$ cat src/rtl/jspm_pkg.sv
`default_nettype none

package jspm_pkg;

    localparam int AXIS_BITS = 16;
    localparam int PWM_BITS  = 12;

    // config register widths
    localparam int DB_BITS    = AXIS_BITS - 1;
    localparam int DGAIN_BITS = 16;
    localparam int CFG_PWM_W  = 12;
    localparam int TICK_BITS  = 16;

    // apb port
    localparam int CFG_AW = 5;
    localparam int CFG_DW = 32;

    // rescale arithmetic
    localparam int DGAIN_FRAC = 14;
    localparam int MUL_A_BITS = AXIS_BITS;
    localparam int MUL_B_BITS = (DGAIN_BITS > CFG_PWM_W) ? DGAIN_BITS : CFG_PWM_W;
    localparam int MUL_BITS   = MUL_A_BITS + MUL_B_BITS;
    localparam int RS_BITS    = MUL_BITS - DGAIN_FRAC;
    localparam int OFF_BITS   = CFG_PWM_W + 1;
    localparam int SUM_BITS   = CFG_PWM_W + 3;
    localparam logic [AXIS_BITS-1:0] AXIS_FS = AXIS_BITS'(1) << (AXIS_BITS - 1);

    localparam int PWM_MIN = 700;
    localparam int PWM_MAX = 2300;

    // register reset values
    localparam logic [DB_BITS-1:0]    RST_DEADBAND      = DB_BITS'(3932);
    localparam logic [DGAIN_BITS-1:0] RST_DEADBAND_GAIN = DGAIN_BITS'(18618);
    localparam logic [CFG_PWM_W-1:0]  RST_PWM_GAIN      = CFG_PWM_W'(500);
    localparam logic [CFG_PWM_W-1:0]  RST_PWM_IDLE      = CFG_PWM_W'(1500);
    localparam logic [CFG_PWM_W-1:0]  RST_NEUTRAL_PWM   = CFG_PWM_W'(1500);
    localparam logic [CFG_PWM_W-1:0]  RST_ROTATE_PWM    = CFG_PWM_W'(1765);
    localparam logic [TICK_BITS-1:0]  RST_ROTATE_TICKS  = TICK_BITS'(50);

    // queue between front and back
    localparam int QUEUE_AW    = 1;
    localparam int QUEUE_DEPTH = 1 << QUEUE_AW;

    typedef enum logic [2:0] {
        REG_DEADBAND      = 3'd0,
        REG_DEADBAND_GAIN = 3'd1,
        REG_PWM_GAIN      = 3'd2,
        REG_PWM_IDLE      = 3'd3,
        REG_NEUTRAL_PWM   = 3'd4,
        REG_ROTATE_PWM    = 3'd5,
        REG_ROTATE_TICKS  = 3'd6
    } t_reg_idx;

    typedef struct packed {
        logic [DB_BITS-1:0]    deadband;
        logic [DGAIN_BITS-1:0] deadband_gain;
        logic [CFG_PWM_W-1:0]  span_us;
        logic [CFG_PWM_W-1:0]  mid_us;
        logic [CFG_PWM_W-1:0]  rest_us;
        logic [CFG_PWM_W-1:0]  turn_us;
        logic [TICK_BITS-1:0]  rotate_ticks;
    } t_cfg;

    // one classified tick as it travels through the queue
    typedef struct packed {
        logic [AXIS_BITS-1:0] diff_sh;
        logic                 neg_sh;
        logic [AXIS_BITS-1:0] diff_wr;
        logic                 neg_wr;
        logic                 wrist_ovr;
        logic [CFG_PWM_W-1:0] wrist_ovr_val;
        logic                 start_cmd;
        logic                 stop_cmd;
        logic                 rotating;
    } t_item;

    typedef enum logic [2:0] {
        BK_IDLE,
        BK_OFF_SH,
        BK_MUL_WR,
        BK_OFF_WR,
        BK_DONE
    } t_back_state;

    // magnitude above the deadband, zero inside it
    function automatic logic [AXIS_BITS-1:0] deadband_diff(
        input logic signed [AXIS_BITS-1:0] axis,
        input logic [DB_BITS-1:0]          db
    );
        logic [AXIS_BITS-1:0] mag;
        logic [AXIS_BITS-1:0] db_ext;
        mag    = axis[AXIS_BITS-1] ? AXIS_BITS'(-axis) : AXIS_BITS'(axis);
        db_ext = {1'b0, db};
        return (mag >= db_ext) ? (mag - db_ext) : '0;
    endfunction

    // rescaled magnitude, saturated to full scale
    function automatic logic [AXIS_BITS-1:0] rescale_sat(input logic [MUL_BITS-1:0] prod);
        logic [RS_BITS-1:0] r;
        r = prod[MUL_BITS-1:DGAIN_FRAC];
        return (r > RS_BITS'(AXIS_FS)) ? AXIS_FS : r[AXIS_BITS-1:0];
    endfunction

    // idle plus signed offset, clamped to the servo range
    function automatic logic [PWM_BITS-1:0] pwm_clamp(
        input logic [MUL_BITS-1:0]  prod,
        input logic                 neg,
        input logic [CFG_PWM_W-1:0] idle
    );
        logic [OFF_BITS-1:0]        off;
        logic signed [SUM_BITS-1:0] v;
        off = prod[AXIS_BITS-1+OFF_BITS-1:AXIS_BITS-1];
        v   = $signed({3'b000, idle});
        if (neg) begin
            v = v - $signed({2'b00, off});
        end else begin
            v = v + $signed({2'b00, off});
        end
        if (v < SUM_BITS'(PWM_MIN)) begin
            return PWM_BITS'(PWM_MIN);
        end else if (v > SUM_BITS'(PWM_MAX)) begin
            return PWM_BITS'(PWM_MAX);
        end
        return v[PWM_BITS-1:0];
    endfunction

endpackage

`default_nettype wire

$ cat src/rtl/jspm_front.sv
`default_nettype none

module jspm_front
    import jspm_pkg::*;
(
    input  wire logic                        i_clk,
    input  wire logic                        i_rst_n,
    input  wire t_cfg                        i_cfg,
    input  wire logic                        i_valid,
    input  wire logic signed [AXIS_BITS-1:0] i_sh_axis,
    input  wire logic signed [AXIS_BITS-1:0] i_wr_axis,
    input  wire logic                        i_y_btn,
    input  wire logic                        i_start_btn,
    input  wire logic                        i_stop_btn,
    input  wire logic                        i_full,
    output logic                             o_push,
    output t_item                            o_item
);

    logic                 r_prev_y, r_prev_start, r_prev_stop, r_rot_active;
    logic [TICK_BITS-1:0] r_ticks_left;
    logic                 n_rot_active;
    logic [TICK_BITS-1:0] n_ticks_left;

    assign o_push = i_valid && !i_full;

    always_comb begin
        n_rot_active = r_rot_active;
        n_ticks_left = r_ticks_left;
        o_item       = '0;

        if (i_y_btn && !r_prev_y && !r_rot_active) begin
            n_rot_active = 1'b1;
            n_ticks_left = i_cfg.rotate_ticks;
        end
        if (n_rot_active) begin
            o_item.wrist_ovr = 1'b1;
            if (n_ticks_left != '0) begin
                o_item.wrist_ovr_val = i_cfg.turn_us;
                n_ticks_left         = n_ticks_left - TICK_BITS'(1);
            end else begin
                o_item.wrist_ovr_val = i_cfg.rest_us;
                n_rot_active         = 1'b0;
            end
        end

        o_item.diff_sh   = deadband_diff(i_sh_axis, i_cfg.deadband);
        o_item.neg_sh    = i_sh_axis[AXIS_BITS-1];
        o_item.diff_wr   = deadband_diff(i_wr_axis, i_cfg.deadband);
        o_item.neg_wr    = i_wr_axis[AXIS_BITS-1];
        o_item.start_cmd = i_start_btn && !r_prev_start;
        o_item.stop_cmd  = i_stop_btn && !r_prev_stop;
        o_item.rotating  = n_rot_active;
    end

    always_ff @(posedge i_clk) begin
        if (!i_rst_n) begin
            r_prev_y     <= 1'b0;
            r_prev_start <= 1'b0;
            r_prev_stop  <= 1'b0;
            r_rot_active <= 1'b0;
            r_ticks_left <= '0;
        end else if (o_push) begin
            r_prev_y     <= i_y_btn;
            r_prev_start <= i_start_btn;
            r_prev_stop  <= i_stop_btn;
            r_rot_active <= n_rot_active;
            r_ticks_left <= n_ticks_left;
        end
    end

endmodule

`default_nettype wire

$ cat src/rtl/jspm_queue.sv
`default_nettype none

module jspm_queue
    import jspm_pkg::*;
(
    input  wire logic  i_clk,
    input  wire logic  i_rst_n,
    input  wire logic  i_push,
    input  wire t_item i_item,
    input  wire logic  i_pop,
    output t_item      o_head,
    output logic       o_full,
    output logic       o_empty
);

    t_item               r_mem [QUEUE_DEPTH];
    logic [QUEUE_AW-1:0] r_wptr, r_rptr;
    logic [QUEUE_AW:0]   r_count;

    assign o_head  = r_mem[r_rptr];
    assign o_full  = (r_count == (QUEUE_AW+1)'(QUEUE_DEPTH));
    assign o_empty = (r_count == '0);

    always_ff @(posedge i_clk) begin
        if (i_push) begin
            r_mem[r_wptr] <= i_item;
        end
    end

    always_ff @(posedge i_clk) begin
        if (!i_rst_n) begin
            r_wptr  <= '0;
            r_rptr  <= '0;
            r_count <= '0;
        end else begin
            if (i_push) begin
                r_wptr <= r_wptr + QUEUE_AW'(1);
            end
            if (i_pop) begin
                r_rptr <= r_rptr + QUEUE_AW'(1);
            end
            if (i_push && !i_pop) begin
                r_count <= r_count + (QUEUE_AW+1)'(1);
            end else if (i_pop && !i_push) begin
                r_count <= r_count - (QUEUE_AW+1)'(1);
            end
        end
    end

endmodule

`default_nettype wire

$ cat src/rtl/jspm_back.sv
`default_nettype none

module jspm_back
    import jspm_pkg::*;
(
    input  wire logic        i_clk,
    input  wire logic        i_rst_n,
    input  wire t_cfg        i_cfg,
    input  wire t_item       i_head,
    input  wire logic        i_empty,
    output logic             o_pop,
    output logic             o_out_valid,
    input  wire logic        i_out_stall,
    output logic [PWM_BITS-1:0] o_shoulder_pwm,
    output logic [PWM_BITS-1:0] o_wrist_pwm,
    output logic [PWM_BITS-1:0] o_aux_pwm,
    output logic             o_start_cmd,
    output logic             o_stop_cmd,
    output logic             o_rotating
);

    t_back_state           r_state, n_state;
    t_item                 r_item;
    logic [MUL_BITS-1:0]   r_prod;
    logic [PWM_BITS-1:0]   r_sh_pwm;
    logic                  r_out_valid;
    logic                  out_free, out_load, mul_en;
    logic [MUL_A_BITS-1:0] mul_a;
    logic [MUL_B_BITS-1:0] mul_b;

    assign out_free = !r_out_valid || !i_out_stall;

    // next state
    always_comb begin
        n_state = r_state;
        case (r_state)
            BK_IDLE:   if (!i_empty) n_state = BK_OFF_SH;
            BK_OFF_SH: n_state = BK_MUL_WR;
            BK_MUL_WR: n_state = BK_OFF_WR;
            BK_OFF_WR: n_state = BK_DONE;
            BK_DONE: begin
                if (out_free) begin
                    n_state = i_empty ? BK_IDLE : BK_OFF_SH;
                end
            end
            default:   n_state = BK_IDLE;
        endcase
    end

    // sequencer outputs: pop, output load and shared multiplier operands
    always_comb begin
        o_pop    = 1'b0;
        out_load = 1'b0;
        mul_en   = 1'b0;
        mul_a    = rescale_sat(r_prod);
        mul_b    = MUL_B_BITS'(i_cfg.span_us);
        case (r_state)
            BK_IDLE: begin
                o_pop  = !i_empty;
                mul_en = !i_empty;
                mul_a  = i_head.diff_sh;
                mul_b  = MUL_B_BITS'(i_cfg.deadband_gain);
            end
            BK_OFF_SH: begin
                mul_en = 1'b1;
            end
            BK_MUL_WR: begin
                mul_en = 1'b1;
                mul_a  = r_item.diff_wr;
                mul_b  = MUL_B_BITS'(i_cfg.deadband_gain);
            end
            BK_OFF_WR: begin
                mul_en = 1'b1;
            end
            BK_DONE: begin
                out_load = out_free;
                o_pop    = out_free && !i_empty;
                mul_en   = out_free && !i_empty;
                mul_a    = i_head.diff_sh;
                mul_b    = MUL_B_BITS'(i_cfg.deadband_gain);
            end
            default: begin
                mul_en = 1'b0;
            end
        endcase
    end

    always_ff @(posedge i_clk) begin
        if (!i_rst_n) begin
            r_state     <= BK_IDLE;
            r_out_valid <= 1'b0;
        end else begin
            r_state <= n_state;
            if (out_load) begin
                r_out_valid <= 1'b1;
            end else if (!i_out_stall) begin
                r_out_valid <= 1'b0;
            end
        end
    end

    always_ff @(posedge i_clk) begin
        if (o_pop) begin
            r_item <= i_head;
        end
        if (mul_en) begin
            r_prod <= mul_a * mul_b;
        end
        if (r_state == BK_MUL_WR) begin
            r_sh_pwm <= pwm_clamp(r_prod, r_item.neg_sh, i_cfg.mid_us);
        end
        if (out_load) begin
            o_shoulder_pwm <= r_sh_pwm;
            o_wrist_pwm    <= r_item.wrist_ovr ? PWM_BITS'(r_item.wrist_ovr_val)
                                               : pwm_clamp(r_prod, r_item.neg_wr,
                                                           i_cfg.mid_us);
            o_aux_pwm      <= PWM_BITS'(i_cfg.rest_us);
            o_start_cmd    <= r_item.start_cmd;
            o_stop_cmd     <= r_item.stop_cmd;
            o_rotating     <= r_item.rotating;
        end
    end

    assign o_out_valid = r_out_valid;

    a_pop_nonempty: assert property (@(posedge i_clk) disable iff (!i_rst_n)
        o_pop |-> !i_empty)
        else $error("pop from empty queue");

    a_seq_start: assert property (@(posedge i_clk) disable iff (!i_rst_n)
        (r_state == BK_OFF_SH) |-> $past(o_pop))
        else $error("sequence started without a pop");

    a_load_done: assert property (@(posedge i_clk) disable iff (!i_rst_n)
        out_load |-> (r_state == BK_DONE) && out_free)
        else $error("output loaded outside done state");

    a_sh_range: assert property (@(posedge i_clk) disable iff (!i_rst_n)
        r_out_valid |-> (o_shoulder_pwm >= PWM_BITS'(PWM_MIN))
                     && (o_shoulder_pwm <= PWM_BITS'(PWM_MAX)))
        else $error("shoulder pwm out of clamp range");

endmodule

`default_nettype wire

$ cat src/rtl/joystick_servo_pwm_mapper_core.sv
`default_nettype none

// joystick to servo pwm mapper: one transaction on the input channel is one control tick
// (two q1.15 axes, three button levels) and yields exactly one output transaction with three
// pulse widths, the start/stop command pulses and the rotation flag. the front stage takes a
// tick, tracks button edges and the timed wrist override, and removes the deadband; a
// two-entry queue feeds the back stage, where a single 16x16 multiplier makes four products
// per tick (rescale and pwm gain for each axis) followed by clamping to 700..2300. the shared
// multiplier holds the back stage to one tick at a time: once busy, it pops the next tick only
// as it loads the output register, after the states off_sh, mul_wr, off_wr and done. the input
// stalls only while the queue is full. registers sit on an apb port at byte address 4*index
// and read back; write them only while no tick is in flight. no clearing pass after reset.

module joystick_servo_pwm_mapper_core
    import jspm_pkg::*;
(
    input  wire logic                        i_clk,
    input  wire logic                        i_rst_n,
    // config port
    input  wire logic                        psel,
    input  wire logic                        penable,
    input  wire logic                        pwrite,
    input  wire logic [CFG_AW-1:0]           paddr,
    input  wire logic [CFG_DW-1:0]           pwdata,
    output logic [CFG_DW-1:0]                prdata,
    output logic                             pready,
    // tick input
    input  wire logic                        i_in_valid,
    output logic                             o_in_stall,
    input  wire logic signed [AXIS_BITS-1:0] i_sh_axis,
    input  wire logic signed [AXIS_BITS-1:0] i_wr_axis,
    input  wire logic                        i_y_btn,
    input  wire logic                        i_start_btn,
    input  wire logic                        i_stop_btn,
    // result output
    output logic                             o_out_valid,
    input  wire logic                        i_out_stall,
    output logic [PWM_BITS-1:0]              o_shoulder_pwm,
    output logic [PWM_BITS-1:0]              o_wrist_pwm,
    output logic [PWM_BITS-1:0]              o_aux_pwm,
    output logic                             o_start_cmd,
    output logic                             o_stop_cmd,
    output logic                             o_rotating
);

    t_cfg     r_cfg;
    t_reg_idx reg_idx;
    logic     cfg_wr;
    t_item    push_item, head_item;
    logic     push, pop, q_full, q_empty;

    // register file
    assign pready  = 1'b1;
    assign reg_idx = t_reg_idx'(paddr[CFG_AW-1:2]);
    assign cfg_wr  = psel && penable && pwrite;

    always_ff @(posedge i_clk) begin
        if (!i_rst_n) begin
            r_cfg.deadband      <= RST_DEADBAND;
            r_cfg.deadband_gain <= RST_DEADBAND_GAIN;
            r_cfg.span_us       <= RST_PWM_GAIN;
            r_cfg.mid_us        <= RST_PWM_IDLE;
            r_cfg.rest_us       <= RST_NEUTRAL_PWM;
            r_cfg.turn_us       <= RST_ROTATE_PWM;
            r_cfg.rotate_ticks  <= RST_ROTATE_TICKS;
        end else if (cfg_wr) begin
            case (reg_idx)
                REG_DEADBAND:      r_cfg.deadband      <= pwdata[DB_BITS-1:0];
                REG_DEADBAND_GAIN: r_cfg.deadband_gain <= pwdata[DGAIN_BITS-1:0];
                REG_PWM_GAIN:      r_cfg.span_us       <= pwdata[CFG_PWM_W-1:0];
                REG_PWM_IDLE:      r_cfg.mid_us        <= pwdata[CFG_PWM_W-1:0];
                REG_NEUTRAL_PWM:   r_cfg.rest_us       <= pwdata[CFG_PWM_W-1:0];
                REG_ROTATE_PWM:    r_cfg.turn_us       <= pwdata[CFG_PWM_W-1:0];
                REG_ROTATE_TICKS:  r_cfg.rotate_ticks  <= pwdata[TICK_BITS-1:0];
                default:           r_cfg               <= r_cfg;
            endcase
        end
    end

    // read back, unused addresses read zero
    always_comb begin
        case (reg_idx)
            REG_DEADBAND:      prdata = CFG_DW'(r_cfg.deadband);
            REG_DEADBAND_GAIN: prdata = CFG_DW'(r_cfg.deadband_gain);
            REG_PWM_GAIN:      prdata = CFG_DW'(r_cfg.span_us);
            REG_PWM_IDLE:      prdata = CFG_DW'(r_cfg.mid_us);
            REG_NEUTRAL_PWM:   prdata = CFG_DW'(r_cfg.rest_us);
            REG_ROTATE_PWM:    prdata = CFG_DW'(r_cfg.turn_us);
            REG_ROTATE_TICKS:  prdata = CFG_DW'(r_cfg.rotate_ticks);
            default:           prdata = '0;
        endcase
    end

    // input stalls only on a full queue
    assign o_in_stall = q_full;

    jspm_front u_front (
        .i_clk       (i_clk),
        .i_rst_n     (i_rst_n),
        .i_cfg       (r_cfg),
        .i_valid     (i_in_valid),
        .i_sh_axis   (i_sh_axis),
        .i_wr_axis   (i_wr_axis),
        .i_y_btn     (i_y_btn),
        .i_start_btn (i_start_btn),
        .i_stop_btn  (i_stop_btn),
        .i_full      (q_full),
        .o_push      (push),
        .o_item      (push_item)
    );

    jspm_queue u_queue (
        .i_clk   (i_clk),
        .i_rst_n (i_rst_n),
        .i_push  (push),
        .i_item  (push_item),
        .i_pop   (pop),
        .o_head  (head_item),
        .o_full  (q_full),
        .o_empty (q_empty)
    );

    // shared multiplier sequencer and output register
    jspm_back u_back (
        .i_clk          (i_clk),
        .i_rst_n        (i_rst_n),
        .i_cfg          (r_cfg),
        .i_head         (head_item),
        .i_empty        (q_empty),
        .o_pop          (pop),
        .o_out_valid    (o_out_valid),
        .i_out_stall    (i_out_stall),
        .o_shoulder_pwm (o_shoulder_pwm),
        .o_wrist_pwm    (o_wrist_pwm),
        .o_aux_pwm      (o_aux_pwm),
        .o_start_cmd    (o_start_cmd),
        .o_stop_cmd     (o_stop_cmd),
        .o_rotating     (o_rotating)
    );

endmodule

`default_nettype wire
$ cat config.mk
export PLATFORM = sky130hd
export DESIGN_NAME = joystick_servo_pwm_mapper_core
export DESIGN_NICKNAME = d
export VERILOG_FILES = /design/src/rtl/jspm_pkg.sv /design/src/rtl/jspm_front.sv /design/src/rtl/jspm_queue.sv /design/src/rtl/jspm_back.sv /design/src/rtl/joystick_servo_pwm_mapper_core.sv
export SDC_FILE = /design/constraint.sdc
export NUM_CORES = 1
export LEC_CHECK = 0
export BUFFER_PORTS_ARGS = -buffer_cell sky130_fd_sc_hd__buf_2
export CORE_ASPECT_RATIO = 1.5
export CORE_MARGIN = 3
export CORE_UTILIZATION = 45
export DETAILED_ROUTE_END_ITERATION = 8
export PLACE_DENSITY_LB_ADDON = 0.12
export SLEW_MARGIN = 20
export SYNTH_ARGS = -nofsm -noshare
export SYNTH_HDL_FRONTEND = slang
export SYNTH_SLANG_ARGS = --single-unit
$ cat constraint.sdc
create_clock -name i_clk -period 13.5 [get_ports i_clk]
set_clock_uncertainty 0.05 [all_clocks]
set_input_delay 2.7 -clock i_clk [delete_from_list [all_inputs] [get_ports i_clk]]
set_output_delay 2.7 -clock i_clk [all_outputs]
set_load 0.05 [all_outputs]
# Yosys cells after proc, flatten, opt, wreduce, memory -nomap -nowiden

Memories as Yosys holds them, arrays and structs flattened. A register that Yosys moved wholly into a read port is not among the register bits.
Index checks and enable logic that the tools add are counted.
W data, S select, Z words.

Register bits after elaboration: 240
RAM bits: 100
Input bits: 79
Word-level logic and storage cells: 152
Memories: 1

$add $sub $neg: 11
Multipliers: 1
Order comparisons: 7
Eq/ne operators: 14
Muxes and demuxes: 48
Reduce and logical (&&, ||, !) cells: 37

Memory list:

| memory        | words | width | rd ports | clocked after Yosys merged registers in | wr ports | RTL line         | RTL |
|---|---|---|---|---|---|---|---|
| u_queue.r_mem | 2     | 50    | 1        | 1                                       | 1        | jspm_queue.sv:16 | `t_item r_mem [QUEUE_DEPTH];` |

Operators by type and width:

| operator                | number |
|---|---|
| $mux W16                | 9 |
| $pmux W16 S7            | 1 |
| $mux W12                | 8 |
| $mux W15                | 4 |
| $ge A16 B15 Y1          | 2 |
| $mul A16 B16 Y32        | 1 |
| $neg A16 Y16            | 2 |
| $pmux W16 S2            | 1 |
| $sub A16 B15 Y16        | 2 |
| $gt A15 B13 Y1 const B  | 2 |
| $lt A15 B11 Y1 const B  | 2 |
| $gt A18 B16 Y1 const B  | 1 |
| $mux W1                 | 17 |
| $reduce_and A2 Y1       | 8 |
| $reduce_bool A16 Y1     | 1 |
| $sub A16 B1 Y16 const B | 1 |
| $pmux W3 S5             | 1 |
| $add A12 B13 Y14        | 1 |
| $sub A12 B13 Y14        | 1 |
| $mux W13                | 1 |
| $eq A3 B2 Y1 const B    | 4 |
| $eq A3 B3 Y1 const B    | 4 |
| $logic_and A1 B1 Y1     | 10 |
| $logic_not A1 Y1        | 10 |
| 17 further kinds        | 24 |

# Longest topological paths before layout

Gate-level depths: netlist of run 1.

Depth after elaboration: 10
Depth in mapped cells: 29

# Modules after synthesis

Synthesis of run 1 repeated with hierarchy kept, for this count alone.

Cells, all modules: 2725
Area total of the unflattened synthesis: 26471.6 um^2

Modules (own cells, without submodules):

| module                         | times used | cells an instance | area an instance (um^2) | seq. area each (um^2) |
|---|---|---|---|---|
| jspm_back                      | 1          | 1420              | 13887.1                 | 3173.0 |
| joystick_servo_pwm_mapper_core | 1          | 508               | 4624.4                  | 1901.8 |
| jspm_front                     | 1          | 619               | 4145.2                  | 400.4 |
| jspm_queue                     | 1          | 178               | 3814.9                  | 3103.0 |

# Worst setup path before layout of run 1

Ideal clock, no wire load.

Path type: reg2reg
Start point: reg u_back.r_prod[27]
End point: reg u_back.r_prod[30], data pin
Setup time: 257 ps
Arrival time: 7582 ps
Required time: 13193 ps
Slack: 5611 ps
Cell stages (with the launch flop): 30
Period minus slack after synthesis: 7889 ps
Path through: edfxtp_1 clkbuf_1 nor4_1 nand4_1 a2111oi_2 clkbuf_1 nand2_1 nand2_1 nand2_1 fa_1 inv_1 fa_1 inv_1 fa_1 inv_1 fa_1 fa_1 inv_1 fa_1 inv_1 ha_1 a21o_1 a21oi_1 nor2b_1 o311ai_2 a41oi_2 o31ai_2 a2111o_1 and2_1 xor2_1

Word-level cells in the longest chain between the ends: 4

RTL lines:

| what                     | RTL line         | RTL |
|---|---|---|
| start: declaration       | jspm_back.sv:24  | `logic [MUL_BITS-1:0] r_prod;` |
| start signal: assignment | jspm_back.sv:107 | `r_prod <= mul_a * mul_b;` |
| $gt A18 B16 Y1           | jspm_pkg.sv:101  | `return (r > RS_BITS'(AXIS_FS)) ? AXIS_FS : r[AXIS_BITS-1:0];` |
| $mux W16 (*)             | jspm_pkg.sv:101  |  |
| $pmux W16 S2 (*)         | jspm_back.sv:57  | `case (r_state)` |
| $mul A16 B16 Y32 (*)     | jspm_back.sv:107 |  |

Every way passes the cells marked *; elsewhere a longest branch is shown, timed or not.
A chain may end at the register's enable or synchronous reset.

==> flow_metrics.env, run 1 <==
export IMPL_outcome="completed"
export IMPL_first_pass_iters=6
export IMPL_slew_headroom_pct=27.7
export IMPL_cp_max_fo=50
export IMPL_n_fill_cell=5374
export IMPL_antenna_found_initial=4
export IMPL_synth_top_family_by_area="adder cells"
export IMPL_reg2reg_slack_ns=4.53
export IMPL_gr_total_overflow=0
export IMPL_multiInputGateArea_mm2=0.0153
export IMPL_ys_flop_type="edfxtp_1"
export IMPL_finalSetupViolCount=0
export IMPL_final_max_slew_viol_count=0
export IMPL_endpoint="u_back.r_prod[31]"
export IMPL_io_pins=153
export IMPL_gp_congestion=0.908
export IMPL_grt_pass1_vias=19993
export IMPL_ff_latch_area_mm2=0.00858
export IMPL_synthMuxAreaShare_pct=5.61
export IMPL_cts_root_buffer="clkbuf_16"
export IMPL_avgSynthCellArea_um2=9.43
export IMPL_synth_compound_area_share_pct=11.1
export IMPL_num_rows=106
export IMPL_grt_pass1_wl_um=113000
export IMPL_cts_setup_buffers=0
export IMPL_grt_max_degree=58
export IMPL_drtAntennaViolNets=0
export IMPL_crit_arrival_ns=9.19
export IMPL_dpl_hpwl_um=57000
export IMPL_finalNetCount=3223
export IMPL_yosysTopAreaCell="edfxtp_1"
export IMPL_die_w_um=200
export IMPL_ctsResizeCount=0
export IMPL_synth_common_cells="nand2_1, inv_1, nor2_1, edfxtp_1, fa_1"
export IMPL_ctsHoldBuffers=0
export IMPL_maxCapViolations=0
export IMPL_grt_total_usage_pct=24.3
export IMPL_synth_xor_area_share_pct=2.71
export IMPL_synthSimpleGateAreaFrac_pct=17.1
export IMPL_drive_above_1_share_pct=10.7
export IMPL_dieArea_mm2=0.0596
export IMPL_syn_inst=2705
export IMPL_cts_tree="built"
export IMPL_drc_errors=0
export IMPL_initial_utilization_pct=45.6
export IMPL_path_class="flip-flop to flip-flop"
export IMPL_clkLatencyLatePin_ns=0.57
export IMPL_r2r_end="u_back.r_prod[31]"
export IMPL_synth_edff_count=203
export IMPL_finalSetupTns_ns=0
export IMPL_core_area_mm2=0.0560
export IMPL_io_buffer_count=117
export IMPL_clock_sinks=327
export IMPL_cp_end_kind="flip-flop"
export IMPL_worst_ep_required_time_ns=13.72
export IMPL_viasPerCell=5.51
export IMPL_synth_cell_types=99
export IMPL_cts_path_max_buffers=3
export IMPL_min_path_type="flip-flop to flip-flop"
export IMPL_synthAdderAreaFrac_pct=23.3
export IMPL_worstSetupStartpointType="flip-flop"
export IMPL_tightest_slew_ns=1.08
export IMPL_wirelength_um=73500
export IMPL_netlist_area_leader_share_pct=23.9
export IMPL_area_growth_pct=9.55
export IMPL_drtIter0Drc=1249
export IMPL_ctsHtreeMaxLevel=2
export IMPL_ys_seq_elements=327
export IMPL_ys_async_sr_fraction_pct=0
export IMPL_yosys_top_cells_area="edfxtp_1, fa_1, dfxtp_1, ha_1, nand2_1"
export IMPL_vias=19675
export IMPL_die_h_um=298
export IMPL_cts_buffers=34
export IMPL_seq_area_frac_synth_pct=33.6
export IMPL_min_from="u_back.r_sh_pwm[6]"
export IMPL_period_needed_ns=8.97
export IMPL_r2r_cells=25
export IMPL_rsz0062_at_grt="false"
export IMPL_hold_violations=0
export IMPL_wire_per_inst_um=20.6
export IMPL_syn_area_mm2=0.0255
export IMPL_ys_warn_count=0
export IMPL_fmax_mhz=111
export IMPL_clkTransAtPathRegs_ns=0.07
export IMPL_fin_crit_sh_pct=66.4
export IMPL_yosysMostFrequentCell="nand2_1"
## area by class of cell
cell class	count	share of cell area [%]
timing repair buffer	155	3.12
clock buffer	44	3.29
sequential	327	30.7
inverter	297	3.99
antenna	3	0.0269
clock inverter	17	0.564
tap	756	3.39
multi-input combinational	1972	54.9
## metal layers
layer / GRT usage (%) / wire length [µm] / vias up
met5: 0 / 11 / -
met1: 27.9 / 28100 / 9685
met2: 44.9 / 38400 / 565
met4: 11.0 / 3670 / 2
met3: 3.07 / 3250 / 157
li1: - / - / 9266
## through the flow
| step | util [%] | hold slack (ns) | worst slack (ns) | cell area, µm² | instances |
|---|---|---|---|---|---|
| after global placement | 48.0 | 0.353 | 4.72 | 26900 | 3507 |
| after detailed placement | 48.0 | 0.357 | 4.65 | 26900 | 3507 |
| after floorplan | - | 0.350 | 5.61 | 25600 | 2720 |
| final | 49.9 | 0.362 | 4.53 | 27900 | 3571 |
| after CTS | 49.9 | 0.364 | 4.59 | 27900 | 3568 |
| after global routing | 49.9 | 0.375 | 4.20 | 27900 | 3570 |
## registers in the layout, indices dropped and copies added, names as in the netlist, 2 cells and up, named ones only
register / cells
u_queue.r_mem: 100
r_cfg: 95
u_back.r_item: 34
u_back.r_prod: 18
u_front.r_ticks_left: 16
u_back.o_aux_pwm: 12
u_back.o_shoulder_pwm: 12
u_back.o_wrist_pwm: 12
u_back.r_sh_pwm: 12
u_back.r_state: 3
u_queue.r_count: 2
## worst min-delay path by stage
stage / slack, ns / cells after the start / endpoint
global placement: 0.35 / 0 / u_back.o_shoulder_pwm[6]
CTS: 0.36 / 0 / u_back.o_shoulder_pwm[6]
detailed placement: 0.36 / 0 / u_back.o_shoulder_pwm[8]
global route: 0.38 / 0 / u_back.o_shoulder_pwm[6]
finish: 0.36 / 0 / u_back.o_shoulder_pwm[6]
floorplan: 0.35 / 0 / u_back.o_rotating
## worst max-delay path: stages (launching register included)
cell       delay [ns]
dfxtp_2          0.31
buf_4            0.64
mux2i_1          0.26
nor2_1           0.05
a21oi_1          0.74
nand2_1          0.56
nand2_1          0.23
fa_1             0.46
fa_1             0.54
inv_1            0.05
ha_1             0.19
fa_1             0.46
fa_1             0.55
inv_1            0.06
fa_1             0.48
inv_1            0.04
ha_1             0.29
a2111oi_2        0.35
o21ai_1          0.12
a221oi_1         0.61
o311ai_2         0.29
a41oi_2          0.39
o31ai_2          0.15
a2111o_1         0.45
a31oi_1          0.21
xnor2_1          0.09
## kinds of logic (layout without fill, tap and decap cells)
group                      count (synthesis)  count (layout)
adders and majority gates                357             357
other                                      2              20
and+or+nand+nor                          963             963
AOI/OAI and AO/OA                        421             421
xor gates and xnor gates                  79              79
DFF                                      327             327
muxes                                    135             135
buffers and inverters                    421             513
## cells in the final DEF, fill, tap and decap left out, drive strengths merged, types with 20 or more instances in the layout
| cell type | netlist | routed |
|---|---|---|
| nor3 | 43 | 43 |
| clkbuf | 82 | 44 |
| ha | 160 | 160 |
| mux2 | 55 | 55 |
| dfxtp | 124 | 124 |
| a21oi | 133 | 133 |
| buf | 42 | 155 |
| a21o | 33 | 33 |
| fa | 197 | 197 |
| nor2b | 57 | 57 |
| nand2b | 26 | 26 |
| and2 | 36 | 36 |
| nand2 | 438 | 438 |
| edfxtp | 203 | 203 |
| o21ai | 87 | 87 |
| nor2 | 210 | 210 |
| nand3 | 68 | 68 |
| xnor2 | 59 | 59 |
| mux2i | 80 | 80 |
| inv | 296 | 298 |
| xor2 | 20 | 20 |
Power of run 1 is left out: the tool's default activity adds up to more than one toggle a clock period on the data nets, which glitch-free logic cannot reach.
==> inputs of run 2 (changes only) <==
==> constraint.sdc (replaced) <==
create_clock -name i_clk -period 7.8 [get_ports i_clk]
set_clock_uncertainty 0.05 [all_clocks]
set_input_delay 1.56 -clock i_clk [delete_from_list [all_inputs] [get_ports i_clk]]
set_output_delay 1.56 -clock i_clk [all_outputs]
set_load 0.05 [all_outputs]
==> flow_metrics.env, run 2 (synthesis results as in run 1) <==
export IMPL_layout_commonest_cell="nand2_1"
export IMPL_final_cells=3651
export IMPL_rsz0062_at_grt="true"
export IMPL_grt_pass1_vias=20743
export IMPL_die_w_um=200
export IMPL_largest_register_ffs=100
export IMPL_gp_congestion=0.946
export IMPL_viasPerCell=5.50
export IMPL_drc_errors=0
export IMPL_crit_arrival_ns=7.87
export IMPL_fmax_mhz=131
export IMPL_worstSetupStartpointType="flip-flop"
export IMPL_mostFrequentLayoutCells="nand2_1, inv_1, edfxtp_1"
export IMPL_cts_buffers=34
export IMPL_grt_total_usage_pct=24.8
export IMPL_drtIter0Drc=1317
export IMPL_cp_end_kind="flip-flop"
export IMPL_gr_total_overflow=0
export IMPL_ctsHtreeMaxLevel=2
export IMPL_grtUsageMet1_pct=28.6
export IMPL_clkLatencyLatePin_ns=0.56
export IMPL_dp_worst_setup_slack_ns=-0.0640
export IMPL_dieArea_mm2=0.0596
export IMPL_grt_busiest_layer="met2"
export IMPL_wire_per_inst_um=20.7
export IMPL_cts_root_buffer="clkbuf_16"
export IMPL_area_growth_pct=13.4
export IMPL_cp_max_fo=8
export IMPL_met2_usage_pct=46.9
export IMPL_first_pass_iters=7
export IMPL_multiInputGateArea_mm2=0.0156
export IMPL_grt_pass1_wl_um=116000
export IMPL_antenna_found_initial=2
export IMPL_diodes=0
export IMPL_min_path_type="flip-flop to flip-flop"
export IMPL_die_h_um=298
export IMPL_dpl_hpwl_um=59400
export IMPL_final_max_slew_viol_count=0
export IMPL_drive_above_1_share_pct=15.3
export IMPL_final_area_mm2=0.0289
export IMPL_io_pins=153
export IMPL_io_buffer_count=117
export IMPL_drtAntennaViolNets=0
export IMPL_placed_area_mm2=0.0274
export IMPL_tightest_slew_ns=1.09
export IMPL_setup_slack_ns=0.184
export IMPL_n_fill_cell=5259
export IMPL_slew_headroom_pct=27.5
export IMPL_num_rows=106
export IMPL_ff_latch_area_mm2=0.00858
export IMPL_cts_tree="built"
export IMPL_grtUsageMet3_pct=2.50
export IMPL_path_class="flip-flop to flip-flop"
export IMPL_dp_cells=3575
export IMPL_top_regs="u_queue.r_mem (100), r_cfg (95), u_back.r_item (34)"
export IMPL_initial_utilization_pct=45.6
export IMPL_vias=20076
export IMPL_finalSetupViolCount=0
export IMPL_largest_register="u_queue.r_mem"
export IMPL_hold_violations=0
export IMPL_wirelength_um=75400
export IMPL_core_area_mm2=0.0560
export IMPL_fin_crit_sh_pct=97.6
export IMPL_grt_max_degree=58
export IMPL_maxCapViolations=0
export IMPL_ctsHoldBuffers=0
export IMPL_worst_ep_required_time_ns=8.05
export IMPL_outcome="completed"
export IMPL_period_needed_ns=7.62
export IMPL_finalNetCount=3306
export IMPL_final_util_pct=51.7
export IMPL_clkTransAtPathRegs_ns=0.06
export IMPL_cts_path_max_buffers=3
export IMPL_clock_sinks=327
==> run 2: cell types whose count changed in the layout (fill, tap and decap cells not counted), sizes merged <==
| cell | change |
|---|---|
| buf | +81 |
| clkinv | -3 |
| diode | -3 |
| inv | +2 |
| bufinv | +1 |
| clkbuf | +1 |
| clkinvlp | +1 |
==> run 2: metal layers <==
| layer | part of all wire, % | routed length [µm] |
|---|---|---|
| met2 | 53 | 40300 |
| met5 | 0.017 | 13 |
| met3 | 4.0 | 3050 |
| met1 | 38 | 28700 |
| met4 | 4.6 | 3460 |
==> run 2: path summary, 6_finish.rpt <==
path,endpoint,start,cells past startpoint,slack (ns)
hold reg to reg,u_back.o_stop_cmd,u_back.r_item[1],0,0.37
setup / recovery,u_back.r_prod[30],u_back.r_prod[14],27,0.18
setup reg to reg,u_back.r_prod[30],u_back.r_prod[14],27,0.18
hold / removal,u_back.o_stop_cmd,u_back.r_item[1],0,0.37
==> run 2: worst max-delay path: stages (launching register included) <==
cell and delay [ns]:
edfxtp_1 0.40, nor4_1 0.31, nand4_1 0.21, a2111oi_4 0.48
buf_4 0.22, clkbuf_16 0.16, a21o_4 0.15, buf_4 0.15
nand2_1 0.07, fa_1 0.50, fa_1 0.51, fa_1 0.42
fa_1 0.49, inv_1 0.06, fa_1 0.53, inv_1 0.05
fa_1 0.55, inv_1 0.05, ha_1 0.28, a21o_1 0.19
a21oi_2 0.16, nor2b_4 0.20, o311ai_4 0.13, a41oi_2 0.24
o31ai_2 0.10, a2111o_1 0.40, and2_1 0.16, xor2_1 0.13
==> run 2: per-stage QoR <==
| step | hold WS [ns] | TNS (ns) |
|---|---|---|
| 2_1_floorplan | 0.350 | 0 |
| 3_3_place_gp | 0.351 | 0 |
| 3_5_place_dp | 0.355 | -0.0940 |
| 4_1_cts | 0.368 | 0 |
| 5_1_grt | 0.377 | -0.682 |
| 6_report | 0.366 | 0 |
==> run 2: what timing repair did <==
| action | CTS | global route |
|---|---|---|
| pin swaps | 3 | 42 |
| setup endpoints to repair | 3 | 10 |
| hold endpoints to repair | 0 | 0 |
| cloned | 0 | 2 |
| setup buffers | 0 | 13 |
| gates resized for setup | 2 | 69 |
==> run 2: layout make-up <==
type | count | share of cell area [%]
repair buffers | 238 | 5.35
well taps | 756 | 3.27
clock inverters | 18 | 0.679
inverters | 297 | 3.85
clock buffers | 43 | 3.20
multi-input cells | 1972 | 54.0
flip-flops and latches | 327 | 29.7
Power of run 2 is left out for the same reason.
